**src/sv/hrpm_pkg.sv**
```systemverilog
// hrpm_pkg: shared types and constants of the hue ramp pseudocolor mapper
`timescale 1ns / 1ps
package hrpm_pkg;

  // fixed formats
  localparam int unsigned CoordWidth   = 16;
  localparam int unsigned HueFracBits  = 8;
  localparam int unsigned HueWidth     = 17;  // 360 << 8 needs 17 bits
  localparam int unsigned NumWidth     = 31;  // dividend of the height ramp
  localparam int unsigned RadWidth     = 34;  // radicand of the distance ramp
  localparam int unsigned IterSteps    = 17;  // quotient and root bits

  // Q8.8 constants; QTenSq is ten squared in Q16.16 and HueSixty is a Q9.8 hue
  localparam logic signed [CoordWidth:0] QFive = 17'sd1280;
  localparam logic signed [CoordWidth:0] QTen  = 17'sd2560;
  localparam logic [24:0]                QTenSq = 25'd6553600;
  localparam logic [HueWidth-1:0]        HueSixty = 17'd15360;

  // configuration register indexes
  localparam logic [2:0] RegMapMode    = 3'd0;
  localparam logic [2:0] RegAxisSelect = 3'd1;
  localparam logic [2:0] RegMinHeight  = 3'd2;
  localparam logic [2:0] RegMaxHeight  = 3'd3;
  localparam logic [2:0] RegRefX       = 3'd4;
  localparam logic [2:0] RegRefY       = 3'd5;
  localparam logic [2:0] RegRefZ       = 3'd6;

  // map modes
  localparam logic [1:0] ModeCoord    = 2'd0;
  localparam logic [1:0] ModeHeight   = 2'd1;
  localparam logic [1:0] ModeDist     = 2'd2;
  localparam logic [1:0] ModeReserved = 2'd3;

  // axis codes
  localparam logic [1:0] AxisX = 2'd0;
  localparam logic [1:0] AxisY = 2'd1;
  localparam logic [1:0] AxisZ = 2'd2;

  // where the hue of an item comes from
  typedef enum logic [2:0] {
    SRC_HUE,
    SRC_DIV,
    SRC_ROOT,
    SRC_RED,
    SRC_BLUE,
    SRC_BLACK
  } src_e;

  typedef struct packed {
    logic signed [CoordWidth-1:0] pos_x;
    logic signed [CoordWidth-1:0] pos_y;
    logic signed [CoordWidth-1:0] pos_z;
    logic signed [CoordWidth-1:0] height;
  } in_word_t;

  typedef struct packed {
    logic [7:0] red;
    logic [7:0] green;
    logic [7:0] blue;
  } out_word_t;

  // state carried through the divide and square root steps
  typedef struct packed {
    src_e                  src;
    logic [HueWidth-1:0]   hue_direct;
    logic [15:0]           range;
    logic [IterSteps-1:0]  num;
    logic [15:0]           drem;
    logic [IterSteps-1:0]  quo;
    logic [RadWidth-1:0]   rad;
    logic [18:0]           srem;
    logic [IterSteps-1:0]  root;
  } iter_t;

endpackage

```
**src/sv/hrpm_step.sv**
```systemverilog
// hrpm_step: one registered step of the restoring divider and the square root
`timescale 1ns / 1ps
module hrpm_step (
  input  logic              clk_i,
  input  logic              rst_ni,
  input  logic              en_i,
  input  logic              valid_i,
  input  hrpm_pkg::iter_t   data_i,
  output logic              valid_o,
  output hrpm_pkg::iter_t   data_o
);

  hrpm_pkg::iter_t d_d, d_q;
  logic            valid_q;
  logic [16:0]     dsh;
  logic [20:0]     rem4;
  logic [20:0]     trial;

  // one quotient bit and one root bit
  always_comb begin
    d_d  = data_i;
    dsh  = {data_i.drem, data_i.num[16]};
    d_d.num = {data_i.num[15:0], 1'b0};
    if (dsh >= {1'b0, data_i.range}) begin
      d_d.drem = 16'(dsh - {1'b0, data_i.range});
      d_d.quo  = {data_i.quo[15:0], 1'b1};
    end else begin
      d_d.drem = dsh[15:0];
      d_d.quo  = {data_i.quo[15:0], 1'b0};
    end
    rem4  = {data_i.srem, data_i.rad[33:32]};
    trial = {2'b00, data_i.root, 2'b01};
    d_d.rad = {data_i.rad[31:0], 2'b00};
    if (rem4 >= trial) begin
      d_d.srem = 19'(rem4 - trial);
      d_d.root = {data_i.root[15:0], 1'b1};
    end else begin
      d_d.srem = rem4[18:0];
      d_d.root = {data_i.root[15:0], 1'b0};
    end
  end

  // valid bit
  always_ff @(posedge clk_i or negedge rst_ni) begin
    if (!rst_ni) begin
      valid_q <= 1'b0;
    end else if (en_i) begin
      valid_q <= valid_i;
    end
  end

  // step data
  always_ff @(posedge clk_i) begin
    if (en_i) begin
      d_q <= d_d;
    end
  end

  assign valid_o = valid_q;
  assign data_o  = d_q;

endmodule

```
**src/sv/hue_ramp_pseudocolor_mapper_unit.sv**
```systemverilog
// hue_ramp_pseudocolor_mapper_unit: top level of the hue ramp pseudocolor mapper
`timescale 1ns / 1ps
// Turns each point word into one RGB word from a saturated hue ramp. One word is
// taken every cycle while the output is not held; the pipe has three setup stages,
// seventeen divide and square root steps (one quotient and one root bit each),
// a hue stage and the color output register. The whole pipe advances together
// and holds when the output word is not taken. Write configuration only while idle.
module hue_ramp_pseudocolor_mapper_unit (
  input  logic                  clk_i,
  input  logic                  rst_ni,
  input  logic                  in_valid_i,
  output logic                  in_ready_o,
  input  hrpm_pkg::in_word_t    in_data_i,
  output logic                  out_valid_o,
  input  logic                  out_ready_i,
  output hrpm_pkg::out_word_t   out_data_o,
  input  logic                  cfg_we_i,
  input  logic [2:0]            cfg_idx_i,
  input  logic [15:0]           cfg_data_i
);

  localparam int unsigned Steps = hrpm_pkg::IterSteps;

  logic en;

  // configuration registers
  logic [1:0]         map_mode_q, axis_select_q;
  logic signed [15:0] min_height_q, max_height_q, ref_x_q, ref_y_q, ref_z_q;

  always_ff @(posedge clk_i or negedge rst_ni) begin
    if (!rst_ni) begin
      map_mode_q    <= hrpm_pkg::ModeCoord;
      axis_select_q <= hrpm_pkg::AxisZ;
      min_height_q  <= 16'sd0;
      max_height_q  <= 16'sd2560;
      ref_x_q       <= 16'sd0;
      ref_y_q       <= 16'sd0;
      ref_z_q       <= 16'sd0;
    end else if (cfg_we_i) begin
      case (cfg_idx_i)
        hrpm_pkg::RegMapMode:    map_mode_q    <= cfg_data_i[1:0];
        hrpm_pkg::RegAxisSelect: axis_select_q <= cfg_data_i[1:0];
        hrpm_pkg::RegMinHeight:  min_height_q  <= cfg_data_i;
        hrpm_pkg::RegMaxHeight:  max_height_q  <= cfg_data_i;
        hrpm_pkg::RegRefX:       ref_x_q       <= cfg_data_i;
        hrpm_pkg::RegRefY:       ref_y_q       <= cfg_data_i;
        hrpm_pkg::RegRefZ:       ref_z_q       <= cfg_data_i;
        default: ;
      endcase
    end
  end

  // whole pipe moves unless the output word is held
  assign en         = out_ready_i || !out_valid_o;
  assign in_ready_o = en;

  // stage 1: select source, clamp, differences
  hrpm_pkg::src_e     src1_d, src1_q;
  logic [16:0]        hue1_d, hue1_q;
  logic [15:0]        range1_d, range1_q, rd1_d, rd1_q;
  logic [11:0]        ax1_d, ax1_q, ay1_d, ay1_q, az1_d, az1_q;
  logic               v1_q;
  logic signed [16:0] c_s, t_s, hdiff, span, dx, dy, dz;
  logic [15:0]        dclamp;

  function automatic logic [11:0] abs_clamp(input logic signed [16:0] v);
    logic signed [16:0] a;
    a = (v < 0) ? -v : v;
    if (a > hrpm_pkg::QTen) return 12'(hrpm_pkg::QTen);
    return a[11:0];
  endfunction

  always_comb begin
    case (axis_select_q)
      hrpm_pkg::AxisX: c_s = 17'(in_data_i.pos_x);
      hrpm_pkg::AxisY: c_s = 17'(in_data_i.pos_y);
      default:         c_s = 17'(in_data_i.pos_z);
    endcase
    t_s = c_s + hrpm_pkg::QFive;
    if (t_s < 0) t_s = '0;
    if (t_s > hrpm_pkg::QTen) t_s = hrpm_pkg::QTen;
    hue1_d = 17'(t_s[11:0] * 17'd24);

    span  = 17'(max_height_q) - 17'(min_height_q);
    hdiff = 17'(in_data_i.height) - 17'(min_height_q);
    range1_d = span[15:0];
    if (hdiff < 0) dclamp = '0;
    else if (hdiff > span) dclamp = span[15:0];
    else dclamp = hdiff[15:0];
    rd1_d = range1_d - dclamp;

    dx = 17'(in_data_i.pos_x) - 17'(ref_x_q);
    dy = 17'(in_data_i.pos_y) - 17'(ref_y_q);
    dz = 17'(in_data_i.pos_z) - 17'(ref_z_q);
    ax1_d = abs_clamp(dx);
    ay1_d = abs_clamp(dy);
    az1_d = abs_clamp(dz);

    case (map_mode_q)
      hrpm_pkg::ModeCoord:  src1_d = hrpm_pkg::SRC_HUE;
      hrpm_pkg::ModeHeight: src1_d = (max_height_q <= min_height_q) ?
                                     hrpm_pkg::SRC_BLUE : hrpm_pkg::SRC_DIV;
      hrpm_pkg::ModeDist:   src1_d = hrpm_pkg::SRC_ROOT;
      default:              src1_d = hrpm_pkg::SRC_BLACK;
    endcase
  end

  // stage 2: squares and dividend
  hrpm_pkg::src_e src2_q;
  logic [16:0]    hue2_q;
  logic [15:0]    range2_q;
  logic [23:0]    sx2_q, sy2_q, sz2_q;
  logic [30:0]    num2_q;
  logic           v2_q;

  // stage 3: sum, far test, radicand
  hrpm_pkg::iter_t it3_d, it3_q;
  logic            v3_q;
  logic [24:0]     ssum;

  always_comb begin
    ssum = 25'(sx2_q) + 25'(sy2_q) + 25'(sz2_q);
    it3_d = '0;
    it3_d.src        = src2_q;
    it3_d.hue_direct = hue2_q;
    it3_d.range      = range2_q;
    it3_d.num        = num2_q[16:0];
    it3_d.drem       = {2'b00, num2_q[30:17]};
    it3_d.rad        = 34'(ssum) * 34'd1296;
    if (src2_q == hrpm_pkg::SRC_ROOT && ssum >= hrpm_pkg::QTenSq) begin
      it3_d.src = hrpm_pkg::SRC_RED;
    end
  end

  // front stage valid bits
  always_ff @(posedge clk_i or negedge rst_ni) begin
    if (!rst_ni) begin
      v1_q <= 1'b0;
      v2_q <= 1'b0;
      v3_q <= 1'b0;
    end else if (en) begin
      v1_q <= in_valid_i;
      v2_q <= v1_q;
      v3_q <= v2_q;
    end
  end

  // front stage data
  always_ff @(posedge clk_i) begin
    if (en) begin
      src1_q   <= src1_d;
      hue1_q   <= hue1_d;
      range1_q <= range1_d;
      rd1_q    <= rd1_d;
      ax1_q    <= ax1_d;
      ay1_q    <= ay1_d;
      az1_q    <= az1_d;
      src2_q   <= src1_q;
      hue2_q   <= hue1_q;
      range2_q <= range1_q;
      sx2_q    <= 24'(ax1_q) * 24'(ax1_q);
      sy2_q    <= 24'(ay1_q) * 24'(ay1_q);
      sz2_q    <= 24'(az1_q) * 24'(az1_q);
      num2_q   <= 31'(rd1_q * 31'd30720);
      it3_q    <= it3_d;
    end
  end

  // divide and square root steps
  hrpm_pkg::iter_t it_s [Steps+1];
  logic            v_s  [Steps+1];

  assign it_s[0] = it3_q;
  assign v_s[0]  = v3_q;

  for (genvar g = 0; g < Steps; g++) begin : g_step
    hrpm_step u_step (
      .clk_i   (clk_i),
      .rst_ni  (rst_ni),
      .en_i    (en),
      .valid_i (v_s[g]),
      .data_i  (it_s[g]),
      .valid_o (v_s[g+1]),
      .data_o  (it_s[g+1])
    );
  end

  // hue stage
  hrpm_pkg::iter_t it_end;
  hrpm_pkg::src_e  srch_q;
  logic [16:0]     hue_d, hue_q;
  logic            vh_q;

  assign it_end = it_s[Steps];

  always_comb begin
    case (it_end.src)
      hrpm_pkg::SRC_HUE:  hue_d = it_end.hue_direct;
      hrpm_pkg::SRC_DIV:  hue_d = it_end.quo;
      hrpm_pkg::SRC_ROOT: hue_d = it_end.root;
      default:            hue_d = '0;
    endcase
  end

  // color stage
  hrpm_pkg::out_word_t rgb_d, out_q;
  logic                vo_q;
  logic [2:0]          sector;
  logic [16:0]         rem;
  logic [7:0]          up, down;
  logic [20:0]         up_p, down_p;

  always_comb begin
    if (hue_q >= 17'(5 * 15360)) begin
      sector = 3'd5; rem = hue_q - 17'(5 * 15360);
    end else if (hue_q >= 17'(4 * 15360)) begin
      sector = 3'd4; rem = hue_q - 17'(4 * 15360);
    end else if (hue_q >= 17'(3 * 15360)) begin
      sector = 3'd3; rem = hue_q - 17'(3 * 15360);
    end else if (hue_q >= 17'(2 * 15360)) begin
      sector = 3'd2; rem = hue_q - 17'(2 * 15360);
    end else if (hue_q >= hrpm_pkg::HueSixty) begin
      sector = 3'd1; rem = hue_q - hrpm_pkg::HueSixty;
    end else begin
      sector = 3'd0; rem = hue_q;
    end
    // rem * 255 / 15360 is rem * 17 / 1024
    up_p   = 21'(rem[13:0] * 21'd17);
    down_p = 21'((hrpm_pkg::HueSixty - rem) * 21'd17);
    up     = up_p[17:10];
    down   = down_p[17:10];
    case (sector)
      3'd0:    rgb_d = '{red: 8'd255, green: up,     blue: 8'd0};
      3'd1:    rgb_d = '{red: down,   green: 8'd255, blue: 8'd0};
      3'd2:    rgb_d = '{red: 8'd0,   green: 8'd255, blue: up};
      3'd3:    rgb_d = '{red: 8'd0,   green: down,   blue: 8'd255};
      3'd4:    rgb_d = '{red: up,     green: 8'd0,   blue: 8'd255};
      default: rgb_d = '{red: 8'd255, green: 8'd0,   blue: down};
    endcase
    case (srch_q)
      hrpm_pkg::SRC_BLUE:  rgb_d = '{red: 8'd0, green: 8'd0, blue: 8'd255};
      hrpm_pkg::SRC_BLACK: rgb_d = '{red: 8'd0, green: 8'd0, blue: 8'd0};
      default: ;
    endcase
  end

  // back stage valid bits
  always_ff @(posedge clk_i or negedge rst_ni) begin
    if (!rst_ni) begin
      vh_q <= 1'b0;
      vo_q <= 1'b0;
    end else if (en) begin
      vh_q <= v_s[Steps];
      vo_q <= vh_q;
    end
  end

  // back stage data
  always_ff @(posedge clk_i) begin
    if (en) begin
      srch_q <= it_end.src;
      hue_q  <= hue_d;
      out_q  <= rgb_d;
    end
  end

  assign out_valid_o = vo_q;
  assign out_data_o  = out_q;

endmodule

```
**config.mk**
```make
export PLATFORM = sky130hd
export DESIGN_NAME = hue_ramp_pseudocolor_mapper_unit
export DESIGN_NICKNAME = d
export VERILOG_FILES = /design/src/sv/hrpm_pkg.sv /design/src/sv/hrpm_step.sv /design/src/sv/hue_ramp_pseudocolor_mapper_unit.sv
export SDC_FILE = /design/constraint.sdc
export NUM_CORES = 2
export LEC_CHECK = 0
export ABC_CLOCK_PERIOD_IN_PS = 135800
export BUFFER_PORTS_ARGS = -buffer_cell sky130_fd_sc_hd__buf_2
export CAP_MARGIN = 25
export CORE_ASPECT_RATIO = 0.9
export CORE_UTILIZATION = 55
export DETAILED_ROUTE_END_ITERATION = 8
export PLACE_DENSITY = 0.7
export SYNTH_ARGS = -nofsm -noshare
export SYNTH_HDL_FRONTEND = slang
export SYNTH_SLANG_ARGS = --single-unit
```
**constraint.sdc**
```tcl
create_clock -name clk_i -period 135.8 [get_ports clk_i]
set_input_delay 20.37 -clock clk_i [delete_from_list [all_inputs] [get_ports clk_i]]
set_output_delay 20.37 -clock clk_i [all_outputs]
set_load 0.01 [all_outputs]
```
# [Word-level counts from Yosys, hierarchy flattened]
# Index checks and enable logic that the tools add are counted.
[totals] ff_bits=2319 inputBits=88 output_inout_bits=26 wordCells=410
[classes] addsub=50 mul=8 n_lt_le_gt_ge=51 eq_ne=18 mux=66 reduce_logical=15
[ops] cell="36-bit 2-to-1 mux" count=15
[ops] cell="33-bit 2-to-1 mux" count=15
[ops] cell="21-bit by 19-bit greater-or-equal comparator with 1-bit output" count=16
[ops] cell="19-bit subtractor" count=15
[ops] cell="17-bit by 16-bit greater-or-equal comparator with 1-bit output" count=16
[ops] cell="16-bit subtractor" count=16
[ops] cell="17-bit 2-to-1 mux" count=9
[ops] cell="24-bit one-hot mux with 5 select lines" count=1
[ops] cell="17-bit by 1-bit < comparator with 1-bit output, second input constant" count=5
[ops] cell="16-bit by 16-bit subtractor with 17-bit output" count=5
[ops] cell="12-bit 2-to-1 mux" count=7
[ops] cell="12-bit by 12-bit multiplier with 24-bit output" count=3
[ops] cell="17-bit by 13-bit greater-than comparator with 1-bit output, second input constant" count=4
[ops] cell="17-bit negator" count=3
[ops] cell="17-bit one-hot mux with 3 select lines" count=1
[ops] cell="24-bit one-hot mux with 2 select lines" count=1
[ops] cell="17-bit by 16-bit greater-or-equal comparator with 1-bit output, second input constant" count=2
[ops] cell="17-bit one-hot mux with 2 select lines" count=1
[ops] cell="17-bit by 16-bit subtractor with 17-bit output, second input constant" count=2
[ops] cell="16-bit 2-to-1 mux" count=2
[ops] cell="32-bit 2-to-1 mux" count=1
[ops] cell="25-bit by 7-bit multiplier with 30-bit output, second input constant" count=1
[ops] cell="24-bit by 24-bit adder with 25-bit output" count=1
[ops] cell="25-bit by 24-bit adder with 25-bit output" count=1
[ops] cell="35 further kinds" count=65

# [Logic depth before layout (Yosys ltp)]
[logic_depth] ltp_word=10 ltp_mapped=34 ltp_nobuf=33

# [By module]
# A second synthesis with hierarchy kept.
[hier_totals] hier_cells=11917 area_unflattened_um2=158569.6
[by_module_without_submodules] mod="hrpm_step" instances=17 cells_each=464 area_each_um2=6921.6 seq_area_each_um2=4619.4
[by_module_without_submodules] mod="hue_ramp_pseudocolor_mapper_unit" instances=1 cells_each=4029 area_each_um2=40901.7 seq_area_each_um2=12260.5

# [Worst setup path after synthesis]
# OpenSTA, ideal clock, no wires.
[synth_path] path_type="input -> output" from="input out_ready_i" to="output in_ready_o" t_arrival_ns=58.122 required_ns=115.430 setup_slack_ns=57.308 cell_stages=4 path_buffers=2 cell_sequence="nor2b_1 clkbuf_1 clkbuf_1 inv_1"
[synth_between] elab_chain_cells=1
[synth_rtl] element="from (decl)" line="hue_ramp_pseudocolor_mapper_unit.sv:15" source="input logic out_ready_i,"
[synth_rtl] element="1-bit logical OR" line="hue_ramp_pseudocolor_mapper_unit.sv:54" source="assign en = out_ready_i || !out_valid_o;"
[synth_rtl] element="to (decl)" line="hue_ramp_pseudocolor_mapper_unit.sv:12" source="output logic in_ready_o,"
# Every way passes these cells.

# [Worst setup path in the final report]
# Same ends and word-level chain as after synthesis.

==> results.md <==
* Die area at 212000 um2
* FF-to-FF path depth at 31
* Post-synthesis mux area share at 2.59%
* Final hold viol count at 0
* Cell variety after synth at 111
* Fraction of final layout cells sized beyond drive strength 1 at 7.90%
* Tightest Hold Check Type: reg -> reg
* IO Pins at 114
* Initial antenna violation count at 2
* Sequential element share of the synthesized area at 52.9%
* TritonCTS buffer count at 201
* Post-synth ARST share at 5.16%
* Post-synthesis adder-cell area fraction at between 15 and 20%
* DRT Wirelength at 215000 um
* CP max FO at 70
* Main combinational cell family by area after synthesis: adder cells
* Layout area overhead at 9.21%
* Worst hold path startpoint: g_step[1].u_step.data_o[151]
* Fin Setup TNS at 0 ns
* R2r endpoint: rd1_q[14]
* Final setup fails at 0
* Multi-input gate area at 49600 um2
* Reg-to-Reg Start: min_height_q[0]
* GP Congestion at ~0.9
* Dominant cells by area after synthesis: edfxtp_1, ha_1, fa_1
* Fin util at approximately three fifths
* Compound-Gate Fraction of Synth Area at 9.93%
* H-tree depth at 4
* CTS tree: yes
* CP endpoint kind: output port
* Status: finished, final reports clean
* CTS hold repair buffers at 0
* Register bit total from synthesis at 2053
* MaxCap Viol Count at 0
* First-pass GRT wire length at 353000 um
* Hold path cells at 0
* Cell Rows at 159
* Detail Placement HPWL at 160000 um
* Largest net degree at the start of global routing at 219
* Clk buf depth at 3
* Worst hold slack at 0.376 ns
* Worst slew margin at 22.1%
* I/O Buffers at about 110
* Post-CTS Resized at 0
* Vias at 70800
* Die height at 437 um
* Synth warn at 0
* R2R setup slack at 127.60 ns
* Hold Path End: g_step[2].u_step.data_o[151]
* Count leader, synth: edfxtp_1
* Nets at about 11000
* FF/Latch Area at 61100 um2
* Avg WL per Cell at 16.9 um
* DRC Markers at 0
* Setup Fix Bufs, Post-CTS at 0
* Yosys top cell by area: edfxtp_1
* Initial DRC Count at 4021
* Placed inst area at 119000 um2
* Area share of the largest cell type after synthesis at between 50 and 60%
* Finished Cell Area at 126000 um2
* Netlist Area Pre-Place at 115000 um2
* Post-Synth Simple-Gate Area at 10.2%
* Vias in the first global route at slightly above 70000
* CP arrival at 21.43 ns
* CTS sink cnt at 2053
* Final period util at ~30%
* Pins Over Slew Limit at 0
* EDFF count, synth at 1947
* Crit path time final at ~42 ns
* Total iterations of the first detailed-routing run at 6
* Clk slew on worst S/H paths at 0.06 ns
* Worst Max-Slew Pin Slew at 1.17 ns
* Xor/xnor share of the synthesized area at under 10%
* ANT nets after route at 0
* Root buffer cell: clkbuf_16
* Initial Utilization at 55.3%
* Crit Path Class: in -> out
* Worst endpoint required time at 115.43 ns
* Core area at about 210000 um2
* Antenna diodes at 0
* Syn Inst Count at slightly below 10000
* Grt total ovfl at 0
* CP Launch Type: input port
* Main synth FF type: edfxtp_1
* Die Width at 485 um
* Post-Syn Area per Cell at 12.0 um2
* Highest clock rate at 0.0239 GHz
* Synth top cells by count: edfxtp_1, inv_1, ha_1
* Unrepaired setup endpoints after global routing: no
* Worst-Skew Late Latency at between 0.8 and 0.9 ns
* Drt via density at between 5 and 6
* Layout Skew at 0.0537 ns
* Tot GR Track Use at 20.3%
* Filler cells at 16200
[state kept, by name (all words and copies together) (netlist names), 14 cells and up]
name                   count
it3_q                     83
g_step.u_step.valid_o     17
range1_q                  16
sx2_q                     23
sz2_q                     23
hue1_q                    14
min_height_q              16
g_step.u_step.data_o    1613
ref_x_q                   16
ref_y_q                   16
hue_q                     17
hue2_q                    14
num2_q                    20
rd1_q                     16
sy2_q                     23
range2_q                  16
out_data_o                24
max_height_q              16
ref_z_q                   16
[worst max-delay path, stage by stage]
cell     delay, ns
buf_2         0.09
nor2b_2       0.03
buf_4         0.23
inv_8         0.41
buf_2         0.25
[per-layer routing]
metal,vias to the layer above,track usage [%],share of wire [%]
met2,1376,35.6,49
met3,421,2.77,3.7
li1,34900,-,-
met4,2,7.27,3.3
met5,-,0,0.0070
met1,34200,25.8,44
[cells by family after synthesis]
group                    after synthesis
other                                  2
flip-flops                          2053
XOR/XNOR                             583
multiplexers                         272
AO/OA/AOI/OAI                       1783
AND/OR/NAND/NOR                     2385
adder cells (fa/ha/maj)             1258
buffers and inverters               1272
[final cells by class]
type                            instances  share of cell area, %
Multi-Input combinational cell       6285                   39.3
Timing Repair Buffer                  156                  0.887
Inverter                             1100                   3.28
Clock inverter                        135                   1.17
Clock buffer                          242                   4.16
Tap cell                             2737                   2.71
Sequential cell                      2053                   48.5
[per-stage QoR]
step	cells	setup WS, ns
final	12700	94.00
after floorplan	9610	57.31
after global routing	12700	93.91
after detailed placement	12300	93.98
after CTS	12700	93.98
after global placement	12300	94.00
[worst max path at each step]
stage	start	endpoint	slack [ns]	cells after the start
3_3_place_gp	out_ready_i	in_ready_o	94.00	5
4_1_cts	out_ready_i	in_ready_o	93.98	5
2_1_floorplan	out_ready_i	in_ready_o	57.31	4
5_1_grt	out_ready_i	in_ready_o	93.91	5
3_5_place_dp	out_ready_i	in_ready_o	93.98	5
6_report	out_ready_i	in_ready_o	94.00	5
[placed cells by master, fill, tap and decap left out, drive strengths merged, types with 76 or more instances in the layout]
cell and instances:
nor2b 136, inv 1115, fa 330, clkinv 81, o21a 155, and2 204
nor2 690, a21o 102, nand2 508, nand2b 98, ha 926, nor4 83
xor2 208, dfrtp 103, clkbuf 242, mux2 216, edfxtp 1947, nor3 206
buf 156, o21ai 440, xnor2 375, a21boi 100, a21oi 500, nand3 134
nand4 76
Power is not shown: default switching activity piles up to over one toggle a cycle in this logic, so the estimate is an artifact.
